<file path="src/hw/rtl/knc_pkg.sv">
// ----------------------------------------------------------------------------
// knc_pkg
// Shared constants, types and the half-period table of the keypad note
// controller.
// ----------------------------------------------------------------------------
package knc_pkg;

    localparam int NUM_BUTTONS = 16;
    localparam int NOTE_KEYS   = 13;
    localparam int NUM_OCTAVES = 6;

    // Control button positions in the scan word
    localparam int BTN_DOWN = 13;
    localparam int BTN_UP   = 14;
    localparam int BTN_WAVE = 15;

    localparam logic [7:0]  HOLD_COUNT_RESET  = 8'd10;
    localparam logic [2:0]  OCTAVE_MIN        = 3'd2;
    localparam logic [2:0]  OCTAVE_MAX        = 3'd7;
    localparam logic [2:0]  OCTAVE_RESET      = 3'd5;
    localparam logic [13:0] HALF_PERIOD_RESET = 14'd1911;

    typedef logic [NUM_BUTTONS-1:0] button_vec_t;

    typedef struct packed {
        logic        muted;
        logic [3:0]  note_index;
        logic [13:0] half_period_us;
        logic [2:0]  octave;
        logic [1:0]  waveform;
        logic [7:0]  led_byte;
        logic        led_send;
    } knc_result_t;

    // Truncated 1e6/f in microseconds, one row per note, columns octave 2..7
    localparam logic [13:0] HALF_PERIOD_TABLE [0:NOTE_KEYS-1][0:NUM_OCTAVES-1] = '{
        '{14'd15289, 14'd7644, 14'd3822, 14'd1911, 14'd955, 14'd477},
        '{14'd14430, 14'd7215, 14'd3607, 14'd1803, 14'd901, 14'd450},
        '{14'd13620, 14'd6810, 14'd3405, 14'd1702, 14'd851, 14'd425},
        '{14'd12856, 14'd6428, 14'd3214, 14'd1607, 14'd803, 14'd401},
        '{14'd12134, 14'd6067, 14'd3033, 14'd1516, 14'd758, 14'd379},
        '{14'd11453, 14'd5726, 14'd2863, 14'd1431, 14'd715, 14'd357},
        '{14'd10810, 14'd5405, 14'd2702, 14'd1351, 14'd675, 14'd337},
        '{14'd10204, 14'd5102, 14'd2551, 14'd1275, 14'd637, 14'd318},
        '{14'd9631,  14'd4815, 14'd2407, 14'd1203, 14'd601, 14'd300},
        '{14'd9090,  14'd4545, 14'd2272, 14'd1136, 14'd568, 14'd284},
        '{14'd8580,  14'd4290, 14'd2145, 14'd1072, 14'd536, 14'd268},
        '{14'd8099,  14'd4049, 14'd2024, 14'd1012, 14'd506, 14'd253},
        '{14'd7644,  14'd3822, 14'd1911, 14'd955,  14'd477, 14'd238}
    };

endpackage

</file>
<file path="src/hw/rtl/knc_scan_if.sv">
// ----------------------------------------------------------------------------
// knc_scan_if
// Scan tick channel: one 16-bit button word per transfer.
// ----------------------------------------------------------------------------
interface knc_scan_if;
    logic        valid;
    logic        ready;
    logic [15:0] buttons_pressed;

    modport source (output valid, output buttons_pressed, input ready);
    modport sink   (input valid, input buttons_pressed, output ready);
endinterface

</file>
<file path="src/hw/rtl/knc_result_if.sv">
// ----------------------------------------------------------------------------
// knc_result_if
// Result channel: note selection, tone half-period, octave, waveform and LED.
// ----------------------------------------------------------------------------
interface knc_result_if;
    logic        valid;
    logic        ready;
    logic        muted;
    logic [3:0]  note_index;
    logic [13:0] half_period_us;
    logic [2:0]  octave;
    logic [1:0]  waveform;
    logic [7:0]  led_byte;
    logic        led_send;

    modport source (
        output valid, output muted, output note_index, output half_period_us,
        output octave, output waveform, output led_byte, output led_send,
        input  ready
    );
    modport sink (
        input  valid, input muted, input note_index, input half_period_us,
        input  octave, input waveform, input led_byte, input led_send,
        output ready
    );
endinterface

</file>
<file path="src/hw/rtl/keyboard_note_controller_core.sv">
// ----------------------------------------------------------------------------
// keyboard_note_controller_core
// Debounced 16-button keypad to note, octave, waveform and LED selection.
// The result of a scan tick is registered and valid in the cycle after its transfer.
// Throughput: one scan tick per cycle; the input stays ready while the output
// register is empty or being drained in the same cycle.
// Reset: counters and arm flags clear, octave 5, waveform 0, note 0, period 1911.
// ----------------------------------------------------------------------------
module keyboard_note_controller_core
    import knc_pkg::*;
(
    input  logic          clk,
    input  logic          rst_n,
    knc_scan_if.sink      scan,
    knc_result_if.source  result,
    input  logic          cfg_we,
    input  logic [7:0]    cfg_wdata
);

    logic        [7:0] hold_count_reg;
    logic              out_valid_reg;
    logic              accept;
    button_vec_t       held;
    knc_result_t       merged;

    assign scan.ready = ~out_valid_reg | result.ready;
    assign accept     = scan.valid & scan.ready;

    always_ff @(posedge clk or negedge rst_n)
    begin
        if (!rst_n)
        begin
            hold_count_reg <= HOLD_COUNT_RESET;
        end
        else if (cfg_we)
        begin
            hold_count_reg <= cfg_wdata;
        end
    end

    // Hold the result until the sink takes it
    always_ff @(posedge clk or negedge rst_n)
    begin
        if (!rst_n)
        begin
            out_valid_reg <= 1'b0;
        end
        else if (accept)
        begin
            out_valid_reg <= 1'b1;
        end
        else if (result.ready)
        begin
            out_valid_reg <= 1'b0;
        end
    end

    for (genvar g = 0; g < NUM_BUTTONS; g++)
    begin : g_lane
        knc_lane u_lane (
            .clk        (clk),
            .rst_n      (rst_n),
            .accept     (accept),
            .pressed    (scan.buttons_pressed[g]),
            .hold_count (hold_count_reg),
            .held       (held[g])
        );
    end

    knc_merge u_merge (
        .clk    (clk),
        .rst_n  (rst_n),
        .accept (accept),
        .held   (held),
        .result (merged)
    );

    assign result.valid          = out_valid_reg;
    assign result.muted          = merged.muted;
    assign result.note_index     = merged.note_index;
    assign result.half_period_us = merged.half_period_us;
    assign result.octave         = merged.octave;
    assign result.waveform       = merged.waveform;
    assign result.led_byte       = merged.led_byte;
    assign result.led_send       = merged.led_send;

endmodule

</file>
<file path="src/hw/rtl/knc_lane.sv">
// ----------------------------------------------------------------------------
// knc_lane
// Hold counter of one button: reloads while pressed, counts down after release.
// ----------------------------------------------------------------------------
module knc_lane
    import knc_pkg::*;
(
    input  logic       clk,
    input  logic       rst_n,
    input  logic       accept,
    input  logic       pressed,
    input  logic [7:0] hold_count,
    output logic       held
);

    logic [7:0] count_reg;
    logic [7:0] count_next;

    always_comb
    begin
        if (pressed)
        begin
            count_next = hold_count;
        end
        else if (count_reg != 8'd0)
        begin
            count_next = count_reg - 8'd1;
        end
        else
        begin
            count_next = 8'd0;
        end
    end

    // Held state as seen after this tick's update
    assign held = (count_next != 8'd0);

    always_ff @(posedge clk or negedge rst_n)
    begin
        if (!rst_n)
        begin
            count_reg <= 8'd0;
        end
        else if (accept)
        begin
            count_reg <= count_next;
        end
    end

endmodule

</file>
<file path="src/hw/rtl/knc_merge.sv">
// ----------------------------------------------------------------------------
// knc_merge
// Combines the lanes' held bits: priority note pick, half-period lookup and
// edge-armed octave and waveform controls. Registers the result.
// ----------------------------------------------------------------------------
module knc_merge
    import knc_pkg::*;
(
    input  logic        clk,
    input  logic        rst_n,
    input  logic        accept,
    input  button_vec_t held,
    output knc_result_t result
);

    logic [2:0]  octave_reg;
    logic [2:0]  octave_next;
    logic [1:0]  wave_reg;
    logic [1:0]  wave_next;
    logic [3:0]  note_reg;
    logic [3:0]  note_next;
    logic [13:0] half_period_reg;
    logic [13:0] half_period_next;
    logic [2:0]  armed_reg;
    logic [2:0]  armed_next;
    logic        any_note;
    logic [3:0]  pick;
    logic [2:0]  octave_idx;
    logic        send;
    knc_result_t result_reg;
    knc_result_t result_next;

    always_comb
    begin
        any_note = 1'b0;
        pick     = 4'd0;
        for (int i = 0; i < NOTE_KEYS; i++)
        begin
            if (held[i])
            begin
                any_note = 1'b1;
                pick     = 4'(i);
            end
        end
    end

    // Lookup uses the octave from before this tick's change
    assign octave_idx = octave_reg - OCTAVE_MIN;

    always_comb
    begin
        note_next        = note_reg;
        half_period_next = half_period_reg;
        if (any_note)
        begin
            note_next        = pick;
            half_period_next = HALF_PERIOD_TABLE[pick][octave_idx];
        end
    end

    always_comb
    begin
        octave_next = octave_reg;
        wave_next   = wave_reg;
        send        = 1'b0;
        // Down acts before up when both fire
        if (held[BTN_DOWN] && armed_reg[0])
        begin
            send = 1'b1;
            if (octave_next > OCTAVE_MIN)
            begin
                octave_next = octave_next - 3'd1;
            end
        end
        if (held[BTN_UP] && armed_reg[1])
        begin
            send = 1'b1;
            if (octave_next < OCTAVE_MAX)
            begin
                octave_next = octave_next + 3'd1;
            end
        end
        if (held[BTN_WAVE] && armed_reg[2])
        begin
            wave_next = wave_reg + 2'd1;
        end
        // Re-arm only once the button is seen released
        armed_next = ~held[BTN_WAVE:BTN_DOWN];
    end

    always_comb
    begin
        result_next.muted          = ~any_note;
        result_next.note_index     = note_next;
        result_next.half_period_us = half_period_next;
        result_next.octave         = octave_next;
        result_next.waveform       = wave_next;
        result_next.led_byte       = 8'd1 << (octave_next - 3'd1);
        result_next.led_send       = send;
    end

    always_ff @(posedge clk or negedge rst_n)
    begin
        if (!rst_n)
        begin
            octave_reg      <= OCTAVE_RESET;
            wave_reg        <= 2'd0;
            note_reg        <= 4'd0;
            half_period_reg <= HALF_PERIOD_RESET;
            armed_reg       <= 3'b000;
        end
        else if (accept)
        begin
            octave_reg      <= octave_next;
            wave_reg        <= wave_next;
            note_reg        <= note_next;
            half_period_reg <= half_period_next;
            armed_reg       <= armed_next;
        end
    end

    always_ff @(posedge clk)
    begin
        if (accept)
        begin
            result_reg <= result_next;
        end
    end

    assign result = result_reg;

endmodule
</file>
<file path="src/flat_wrapper.sv">
// flat-port wrapper written by rule: the top's interface ports become plain ports
module keyboard_note_controller_core_flat import knc_pkg::*;
  (clk, rst_n, cfg_we, cfg_wdata, scan_valid, scan_buttons_pressed, scan_ready, result_valid, result_muted, result_note_index, result_half_period_us, result_octave, result_waveform, result_led_byte, result_led_send, result_ready);
  knc_scan_if scan_i ();
  knc_result_if result_i ();
  input  logic clk;
  input  logic rst_n;
  input  logic cfg_we;
  input  logic [7:0] cfg_wdata;
  input wire logic [$bits(scan_i.valid)-1:0] scan_valid;
  input wire logic [$bits(scan_i.buttons_pressed)-1:0] scan_buttons_pressed;
  output wire logic [$bits(scan_i.ready)-1:0] scan_ready;
  output wire logic [$bits(result_i.valid)-1:0] result_valid;
  output wire logic [$bits(result_i.muted)-1:0] result_muted;
  output wire logic [$bits(result_i.note_index)-1:0] result_note_index;
  output wire logic [$bits(result_i.half_period_us)-1:0] result_half_period_us;
  output wire logic [$bits(result_i.octave)-1:0] result_octave;
  output wire logic [$bits(result_i.waveform)-1:0] result_waveform;
  output wire logic [$bits(result_i.led_byte)-1:0] result_led_byte;
  output wire logic [$bits(result_i.led_send)-1:0] result_led_send;
  input wire logic [$bits(result_i.ready)-1:0] result_ready;
  assign scan_i.valid = scan_valid;
  assign scan_i.buttons_pressed = scan_buttons_pressed;
  assign scan_ready = scan_i.ready;
  assign result_valid = result_i.valid;
  assign result_muted = result_i.muted;
  assign result_note_index = result_i.note_index;
  assign result_half_period_us = result_i.half_period_us;
  assign result_octave = result_i.octave;
  assign result_waveform = result_i.waveform;
  assign result_led_byte = result_i.led_byte;
  assign result_led_send = result_i.led_send;
  assign result_i.ready = result_ready;
  keyboard_note_controller_core u_core (.clk(clk), .rst_n(rst_n), .scan(scan_i), .result(result_i), .cfg_we(cfg_we), .cfg_wdata(cfg_wdata));
endmodule
</file>
<file path="config.mk">
export PLATFORM = sky130hd
export DESIGN_NAME = keyboard_note_controller_core_flat
export DESIGN_NICKNAME = d
export VERILOG_FILES = /design/src/hw/rtl/knc_pkg.sv /design/src/hw/rtl/knc_scan_if.sv /design/src/hw/rtl/knc_result_if.sv /design/src/hw/rtl/keyboard_note_controller_core.sv /design/src/hw/rtl/knc_lane.sv /design/src/hw/rtl/knc_merge.sv /design/src/flat_wrapper.sv
export SDC_FILE = /design/constraint.sdc
export NUM_CORES = 1
export LEC_CHECK = 0
export BUFFER_PORTS_ARGS = -buffer_cell sky130_fd_sc_hd__buf_2
export CAP_MARGIN = 20
export CORE_ASPECT_RATIO = 2
export CORE_MARGIN = 10
export CORE_UTILIZATION = 57
export CTS_CLUSTER_DIAMETER = 100
export CTS_CLUSTER_SIZE = 30
export DETAILED_ROUTE_END_ITERATION = 7
export PLACE_DENSITY = 0.79
export SLEW_MARGIN = 20
export SYNTH_ARGS = -nofsm -noshare
export SYNTH_HDL_FRONTEND = slang
export SYNTH_HIERARCHICAL = 1
export SYNTH_SLANG_ARGS = --single-unit
</file>
<file path="constraint.sdc">
create_clock -name clk -period 4.19 [get_ports clk]
set_input_delay 0.838 -clock clk [delete_from_list [all_inputs] [get_ports clk]]
set_output_delay 0.838 -clock clk [all_outputs]
set_load 0.01 [all_outputs]
</file>
* Word-level counts from Yosys, hierarchy flattened
Memory sizes are Yosys's and may differ from the RTL's.
Index checks and enable logic that the tools add are counted.
W data, S select, Z words.
** Word-level totals
- Register bits :: 196
- Bits in latches :: 0
- Memory bits (writable) :: 0
- Bits in read-only memories :: 1344
- Input bits :: 29
- Output and inout port bits :: 35
- Word-level logic and storage cells :: 172
- Memories kept :: 1
** Operators by class
- $add $sub $neg :: 21
- Multiply operators :: 0
- Divide/modulo/power cells :: 0
- $lt $le $gt $ge :: 4
- Equal/unequal tests :: 0
- Shift operators :: 1
- Multiplexer cells :: 72
- Bitwise logic cells :: 7
- Reductions and logical operators :: 36
** Memory list
- (no name shown) :: depth 16, width 84, read ports 1, clocked after memory_dff 0, write ports 0, line knc_merge.sv:57 : half_period_next = HALF_PERIOD_TABLE[pick][octave_idx];
** Operators by type and width (count)
- $mux W8 :: 32
- $reduce_bool A8 Y1 :: 32
- $mux W84 :: 2
- $sub A8 B1 Y8 const B :: 16
- $mux W4 :: 12
- $bmux W14 S3 :: 1
- $mux W14 :: 3
- $mux W1 :: 17
- $mux W3 :: 4
- $shl A1 B3 Y8 const A :: 1
- $sub A3 B1 Y3 const B :: 2
- $ge A5 B5 Y1 const B :: 1
- $not A4 Y5 :: 1
- $ge A4 B4 Y1 const B :: 1
- $not A3 Y4 :: 1
- $add A3 B1 Y3 const B :: 1
- $gt A3 B2 Y1 const B :: 1
- $logic_and A1 B1 Y1 :: 3
- $lt A3 B3 Y1 const B :: 1
- $not A3 Y3 :: 1
- $sub A3 B2 Y3 const B :: 1
- $add A2 B1 Y2 const B :: 1
- $mux W2 :: 1
- $not A1 Y1 :: 2
- other kinds (3) :: 3

* Longest topological paths before layout
Gate-level depths: netlist (run 1).
- Depth in word-level cells :: 24
- Gate-level depth with buffers :: 20
- Mapped depth without buffers :: 19

* Hierarchy
The synthesis (run 1) kept the hierarchy.
** Modules (own cells, without submodules)
- knc_lane :: times used 16, cells each 69, area an instance 609.3 um^2
- knc_merge :: times used 1, cells each 387, area an instance 3638.5 um^2
- keyboard_note_controller_core :: times used 1, cells each 21, area an instance 377.9 um^2

* Least setup slack after synthesis (run 1)
OpenSTA, ideal clock, no wires.
- Kind :: input-to-reg
- From :: input result_ready
- To :: register u_core.u_merge.half_period_reg[7]
- Library setup time :: 0.094 ns
- Arrival :: 4.340 ns
- Required time :: 4.096 ns
- Setup slack :: -0.244 ns
- Stages on the path :: 8
- Buffers on the path :: 2
- Path through :: nand2b_1 > and2_1 > clkbuf_1 > inv_1 > a21oi_1 > clkbuf_1 > nor2_1 > a211oi_1
** Between the ends
- Word-level cells in the longest chain between the ends :: 2
** RTL lines
- start, declared :: line flat_wrapper.sv:21 : input wire logic [$bits(result_i.ready)-1:0] result_ready;
- $or A1 B1 Y1 :: line keyboard_note_controller_core.sv:26 : assign scan.ready = ~out_valid_reg | result.ready;
- $and A1 B1 Y1 :: line keyboard_note_controller_core.sv:27 : assign accept = scan.valid & scan.ready;
- named net u_core.accept :: line keyboard_note_controller_core.sv:22 : logic accept;
- end signal, assigned :: line knc_merge.sv:117 : half_period_reg <= half_period_next;
- end, declared :: line knc_merge.sv:22 : logic [13:0] half_period_reg;
The timed path passes the listed nets, and every way through them passes these cells.
A chain may end at the register's enable or synchronous reset.

* Final worst setup path (run 1)
- From :: register u_core.hold_count_reg[4]
- To :: register u_core.u_merge.result_reg, in the netlist u_core/u_merge/result[17], data pin
** Between the ends
- Elaborated cells between the ends (all ways) :: 59
- Those cells by class :: mux (44); bitwise (1); reduce/logical (13); memory (1)
** RTL lines
- start, declared :: line keyboard_note_controller_core.sv:20 : logic [7:0] hold_count_reg;
- start signal, assigned :: line keyboard_note_controller_core.sv:37 : hold_count_reg <= cfg_wdata;
- $mux W8 (*) :: line knc_lane.sv:21 : if (pressed)
- $reduce_bool A8 Y1 (*) :: line knc_lane.sv:36 : assign held = (count_next != 8'd0);
- named net u_core.held[2] :: line keyboard_note_controller_core.sv:23 : button_vec_t held;
- $mux W4 (11 in a row) :: line knc_merge.sv:39 : if (held[i])
- $not A4 Y5 (not written as such) :: line knc_merge.sv:57
- $mem_v2 Z16 W84
- $mux W84 (not written as such) (2 in a row) :: line knc_merge.sv:57
- $bmux W14 S3 :: line knc_merge.sv:57
- $mux W14 (not written as such) (2 in a row) :: line knc_merge.sv:57
- $mux W14 (*) :: line knc_merge.sv:54 : if (any_note)
- named net u_core.u_merge.half_period_next[3] :: line knc_merge.sv:23 : logic [13:0] half_period_next;
- end signal, assigned :: line knc_merge.sv:126 : result_reg <= result_next;
- end, declared :: line knc_merge.sv:30 : knc_result_t result_reg;
Mark *: on every way through the listed nets, which the timed path passes. The rest lies on a longest branch. The select of a mux whose other input is x is not followed.

==> impl_metrics.ini, run 1 <==
[outcome]
status = complete, but fails checks
failed_checks = negative setup slack

[routing]
avgRoutedWirePerCell_microns = 20.6
num_vias = 13600
drc = 0
ant_nets = 0
dr.pass1.iters = 6
drt_iter0_markers = 1027
drt_wl_total_mm = 43.4
vias_per_cell = 6.48

[clock_tree]
cts_root_buffer = clkbuf_16
cts.sinks = 196
cts_tree = yes
htreeDepth = 4
clockBufferDepth = 2
path_clk_slew_ns = 0.08
clk_latency_ns = 0.46
cts_buffers = 17

[synth]
avgSynthCellArea_sq_um = 9.10
yosys.area_share.simple = 0.230
synth_adder_area_share = 0.0400
ys_warn_count = 6
ys_seq_elements = 196
synth_async_sr_flop_share = 0.832
netlist_area_sq_um = 13800
synth_xor_area_frac = 0.0344
ys_seq_area_frac = 0.369
yosys-mux-area-fraction = 0.0660
syn-num-nets = 1585
synth_edf_count = 33
synth_compound_area_frac = 0.215
ys.flop_type = dfrtp_1
ys_types = 66
netlist_instances = 1512
synth_top_family_by_area = simple AND/OR/NAND/NOR gates

[sta]
timing.fmax_mhz = 224
hold_viol_final = 0
finalCriticalPeriod_ns = 4.47
setup_viol = 23
finalCritPeriodShare = 1.07
timing.slew.headroom = 0.365
fin_skew_ns = 0.0119
worst_slack_ns = -0.283
grt_setup_unrepaired = yes
tightest_slew_ns = 0.952
final_max_slew_viol_count = 0

[critical_path]
path_max_fanout = 6
crit_arrival_ns = 4.68
cp.required_ns = 4.40
setup.worst_path.class = flip-flop to flip-flop
critPathCaptureType = flip-flop
critPathLaunchType = flip-flop

[die]
start_util = 0.578
fp.dieArea_sq_um = 31100
num_rows = 80
io-pin-count = 64
die_x_microns = 130
die_y_microns = 240
design.core.area_sq_um = 23800

[grt]
grtUsageMet1 = 0.269
grt_pass1_vias = 13700
top_usage_layer = met2
grt_pass1_wl_mm = 67.9
grt_util_met3 = 0.0512
use_met2 = 0.483
grt_max_degree = 97
gr-total-overflow = 0
grtUsageTotal = 0.272
antenna_found_initial = 0

[placement]
dpl.cell_count = 2027
gp_congestion = 0.935
dp_slack_ns = -0.540
port-buffer-count = 63
hpwl_mm = 28.6

[power]
power_switching_uw = 3610
power_frac_seq = 0.347
peakVddDrop_mv = 0.261
pwr-share-comb = 0.460
clkPwrFrac = 0.193
p_per_area_nw_per_um2 = 514
p_int_uw = 5510
p_leak_uw = 0.00762
sw_frac_of_total = 0.396

[cells_and_area]
final_cell_mix = buf_4 (268), nand2_1 (154), dfrtp_1 (148), nor2_1 (134), o21ai_1 (89)
largest_register_ffs = 128
drive_gt1_frac = 0.363
multi_input_area_sq_um = 8740
seqCellArea_sq_um = 5090
layout.core_utilization = 0.744
nNetsFinal = 1877
layout_commonest_cell = buf_4
final_cell_count_no_fill = 2105
fillers = 1601
area_growth_pct = 28.8

[min_path]
hold_path_class = flip-flop to flip-flop

[flow_run]
drv_cap = 0
-- worst max-delay path, stage by stage, from the launching register on --
cell and delay [ns]:
dfrtp_2 0.49, or4b_1 0.55, nor3_1 0.29, o22ai_1 0.15, or4_4 0.53, nand2b_4 0.15, a221o_1 0.34, a211o_4 0.38
inv_6 0.09, ha_4 0.21, mux2_4 0.31, a21oi_4 0.15, o221ai_2 0.12, a32oi_2 0.34, o21ai_1 0.11
-- cells by family after synthesis --
| kind of cell | count (synthesis) |
|---|---|
| buffers and inverters | 134 |
| AO/OA/AOI/OAI | 441 |
| adder cells (fa/ha/maj) | 44 |
| flip-flops | 196 |
| AND/OR/NAND/NOR | 563 |
| XOR/XNOR | 54 |
| multiplexers | 80 |
-- area by class of cell --
class / count / area share
antenna: 1 / 0.000141
clock buffer: 18 / 0.0242
clock inverter: 14 / 0.0112
inverter: 47 / 0.0108
multi-input combinational: 1182 / 0.493
sequential: 196 / 0.287
tap: 287 / 0.0203
timing repair buffer: 360 / 0.153
-- synth_stat cells, drive strengths merged, types with 32 or more instances --
library cell    n  area share
nor3b          32       0.029
a2bb2oi        35       0.022
nor2          139       0.038
dfrtp         150        0.27
nand2         157       0.043
xor2           33       0.021
edfxtp         33       0.072
mux2           62       0.053
or4            36       0.024
inv            46       0.013
nor3           79       0.029
o21ai         147       0.058
ha             44       0.040
nand2b         41       0.019
a22o           64       0.041
buf            58       0.025
a21oi          78       0.028
-- per-layer routing --
metal / wire (microns) / vias up
li1: - / 6180
met1: 14800 / 6604
met2: 23100 / 644
met3: 2470 / 207
met4: 2990 / 0
met5: 0 / -
-- power groups by stage --
| stage | Combinational (uW) | Sequential (uW) | Clock [uW] |
|---|---|---|---|
| 5_1_grt | 4510 | 3240 | 1850 |
| 6_report | 4190 | 3160 | 1760 |
| 3_5_place_dp | 3550 | 3150 | 0 |
| 4_1_cts | 3900 | 3130 | 1780 |
| 3_3_place_gp | 3430 | 3120 | 0 |
| 2_1_floorplan | 2310 | 3100 | 0 |
-- through the flow --
step | setup TNS, ns | power (uW) | hold slack (ns) | instance area (sq um)
3_5_place_dp | -10.16 | 6700 | 0.473 | 16000
5_1_grt | -6.77 | 9590 | 0.480 | 17700
4_1_cts | -1.45 | 8810 | 0.472 | 17300
3_3_place_gp | -6.54 | 6550 | 0.465 | 16000
6_report | -4.45 | 9110 | 0.465 | 17700
2_1_floorplan | -0.0346 | 5400 | 0.450 | 13800
-- timing repair --
action                                  4_1_cts  5_1_grt
endpoints found under the setup margin       30       43
pin swaps                                    43       37
hold buffers                                  0        0
hold endpoints to repair                      0        0
resized for setup                           100       64
setup buffers                                34       15
-- final timing paths --
check                                                             to  cells after the start                               from  slack, ns
worst max-delay path                       u_core/u_merge/result[17]                     14           u_core/hold_count_reg[4]      -0.28
worst min-delay path               u_core/u_merge/half_period_reg[1]                      2  u_core/u_merge/half_period_reg[1]       0.46
worst max register to register             u_core/u_merge/result[17]                     14           u_core/hold_count_reg[4]      -0.28
worst min register to register     u_core/u_merge/half_period_reg[1]                      2  u_core/u_merge/half_period_reg[1]       0.46
max in group asynchronous               u_core/u_merge/octave_reg[2]                      2                              rst_n       2.79
min in group asynchronous       u_core/g_lane[3].u_lane/count_reg[0]                      1                              rst_n       0.48
Note: power is estimated with default switching activity, not from simulation.
==> run 2, diff against run 1 <==
--- a/config.mk
+++ b/config.mk
@@ -8,12 +8,11 @@
 export BUFFER_PORTS_ARGS = -buffer_cell sky130_fd_sc_hd__buf_2
 export CAP_MARGIN = 20
 export CORE_ASPECT_RATIO = 2
-export CORE_MARGIN = 10
-export CORE_UTILIZATION = 57
+export CORE_UTILIZATION = 66
 export CTS_CLUSTER_DIAMETER = 100
 export CTS_CLUSTER_SIZE = 30
 export DETAILED_ROUTE_END_ITERATION = 7
-export PLACE_DENSITY = 0.79
+export PLACE_DENSITY = 0.86
 export SLEW_MARGIN = 20
 export SYNTH_ARGS = -nofsm -noshare
 export SYNTH_HDL_FRONTEND = slang
==> constraint.sdc (replaced) <==
create_clock -name clk -period 5.29 [get_ports clk]
set_input_delay 1.058 -clock clk [delete_from_list [all_inputs] [get_ports clk]]
set_output_delay 1.058 -clock clk [all_outputs]
set_load 0.01 [all_outputs]
==> run 2 against run 1 <==
The flow now finishes without violations. Clock skew is 0.0015 ns lower. Worst setup slack better by 0.71 ns. Die area is 31% lower. Register-to-register slack better by 0.71 ns. First-iteration DRC count is 11% lower. Final area is 16% lower. Critical endpoint is now u_core/u_merge/result[15].
==> impl_metrics.ini, run 2 (synthesis results as in run 1) <==
[placement]
hpwl_mm = 24.4
port-buffer-count = 63
gp_congestion = 0.951
dp_slack_ns = 0.239

[grt]
grt_pass1_wl_mm = 58.7
grtUsageTotal = 0.345
grt_max_degree = 134
gr-total-overflow = 0
grt_pass1_vias = 12000
antenna_found_initial = 0

[sta]
grt_setup_unrepaired = no
tightest_slew_ns = 1.16
hold_slack_ns = 0.479
timing.slew.headroom = 0.228
finalCriticalPeriod_ns = 4.86
setup_viol = 0
fin_tns_setup_ns = 0
finalCritPeriodShare = 0.919
final_max_slew_viol_count = 0
fin_skew_ns = 0.0104
hold_viol_final = 0
timing.fmax_mhz = 206
worst_slack_ns = 0.429

[cells_and_area]
fillers = 1560
num_antenna_cells = 0
drive_gt1_frac = 0.192
largest_register_ffs = 128
final_cell_mix = nand2_1 (157), dfrtp_1 (150), nor2_1 (138), o21ai_1 (81), nor3_1 (79)
area_growth_pct = 7.93
layout_commonest_cell = nand2_1
nNetsFinal = 1616

[critical_path]
path_cells = buf_4, or4b_1, nor3_1, o22ai_1, or4_1, buf_4, nor3_1, o31ai_1, a21oi_1, inv_1, ha_1, inv_1, o2111a_1, o41ai_1, a211oi_1, nor3_1, a21oi_1
slowest_stage = dfrtp_1
critPathLaunchType = flip-flop
r2r_cells = 17
crit_arrival_ns = 5.07
setup.worst_path.class = flip-flop to flip-flop
r2r-end = u_core/u_merge/result[15]
critPathMaxStageDelay_ns = 0.63
path_max_fanout = 15
r2r_slack_ns = 0.43
cp.required_ns = 5.50
crit_top_cell = nor3_1
timing.rr.start = u_core/hold_count_reg[4]
critPathCaptureType = flip-flop
crit_start = u_core/hold_count_reg[4]

[clock_tree]
cts.sinks = 196
htreeDepth = 4
cts_root_buffer = clkbuf_16
clockBufferDepth = 2
post_cts_resized = 0
clk_latency_ns = 0.47
cts_tree = yes
path_clk_slew_ns = 0.07
post_cts_buffers = 0
hold_buffers = 0
cts_buffers = 17

[die]
design.core.area_sq_um = 20500
io-pin-count = 64
die_y_microns = 206
fp.dieArea_sq_um = 21500
die_x_microns = 104
start_util = 0.673
num_rows = 74

[flow_run]
drv_cap = 0

[power]
power_uw = 6300
clkPwrFrac = 0.213
sw_frac_of_total = 0.394
p_per_area_nw_per_um2 = 424
pwr-share-comb = 0.370
p_leak_uw = 0.00616
p_int_uw = 3820
power_switching_uw = 2490
power_frac_seq = 0.417
peakVddDrop_mv = 0.284

[min_path]
hold_end = u_core/u_merge/half_period_reg[1]
hold_path_class = flip-flop to flip-flop
whs_path_depth = 2
min_from = u_core/u_merge/half_period_reg[1]

[routing]
dr.pass1.iters = 5
drt_iter0_markers = 916
vias_per_cell = 6.70
ant_nets = 0
avgRoutedWirePerCell_microns = 19.6
drc = 0
drt_wl_total_mm = 35.7
num_vias = 12200

[outcome]
status = finished, final reports clean
run 2: cell types whose count changed in the layout (fill, tap and decap cells not counted), sizes merged:
cell	delta
clkinv	-1
clkinvlp	+2
inv	-2
buf	-261
diode	-1
clkbuf	+1
run 2: through the flow:
| step | area, sq um | cells | utilization |
|---|---|---|---|
| finish | 14900 | 1822 | 0.726 |
| global route | 14900 | 1822 | 0.726 |
| CTS | 14900 | 1822 | 0.726 |
| detailed placement | 14300 | 1790 | 0.697 |
| global placement | 14300 | 1790 | 0.697 |
| floorplan | 13800 | 1512 | - |
run 2: routing by layer:
metal / vias up / GRT usage / share of wire
li1: 5659 / - / -
met1: 5947 / 0.359 / 0.36
met2: 435 / 0.632 / 0.53
met3: 163 / 0.0552 / 0.050
met4: 0 / 0.236 / 0.057
met5: - / 0 / 0
run 2: cell type report:
| cell class | count | area, sq um | area share |
|---|---|---|---|
| Tap cell | 266 | 333 | 0.0224 |
| Inverter | 47 | 176 | 0.0119 |
| Timing Repair Buffer | 99 | 617 | 0.0415 |
| Clock inverter | 13 | 158 | 0.0106 |
| Clock buffer | 19 | 433 | 0.0291 |
| Sequential cell | 196 | 5090 | 0.342 |
| Multi-Input combinational cell | 1182 | 8060 | 0.542 |
run 2: critical path: cells and delay by family (launching register included):
| family | cells | cell delay [ns] |
|---|---|---|
| buffers and inverters | 4 | 0.68 |
| AND/OR/NAND/NOR | 5 | 1.65 |
| adder cells (fa/ha/maj) | 1 | 0.41 |
| AO/OA/AOI/OAI | 7 | 1.24 |
| flip-flops | 1 | 0.63 |
run 2: how the worst max path moves through the flow:
stage                                                    to  slack, ns  depth (start not counted)
final                             u_core/u_merge/result[15]       0.43                         17
after global placement            u_core/u_merge/result[15]       0.25                         15
after floorplan           u_core/u_merge/half_period_reg[7]       0.64                          8
after global routing              u_core/u_merge/result[16]       0.21                         18
after detailed placement          u_core/u_merge/result[15]       0.24                         15
after CTS                         u_core/u_merge/result[15]       0.50                         17
run 2: power by group through the flow:
| stage | logic (uW) | registers [uW] | clock network (uW) |
|---|---|---|---|
| finish | 2340 | 2630 | 1340 |
| global route | 2580 | 2690 | 1410 |
| CTS | 2300 | 2610 | 1350 |
| detailed placement | 2270 | 2630 | 0 |
| global placement | 2190 | 2610 | 0 |
| floorplan | 1820 | 2450 | 0 |
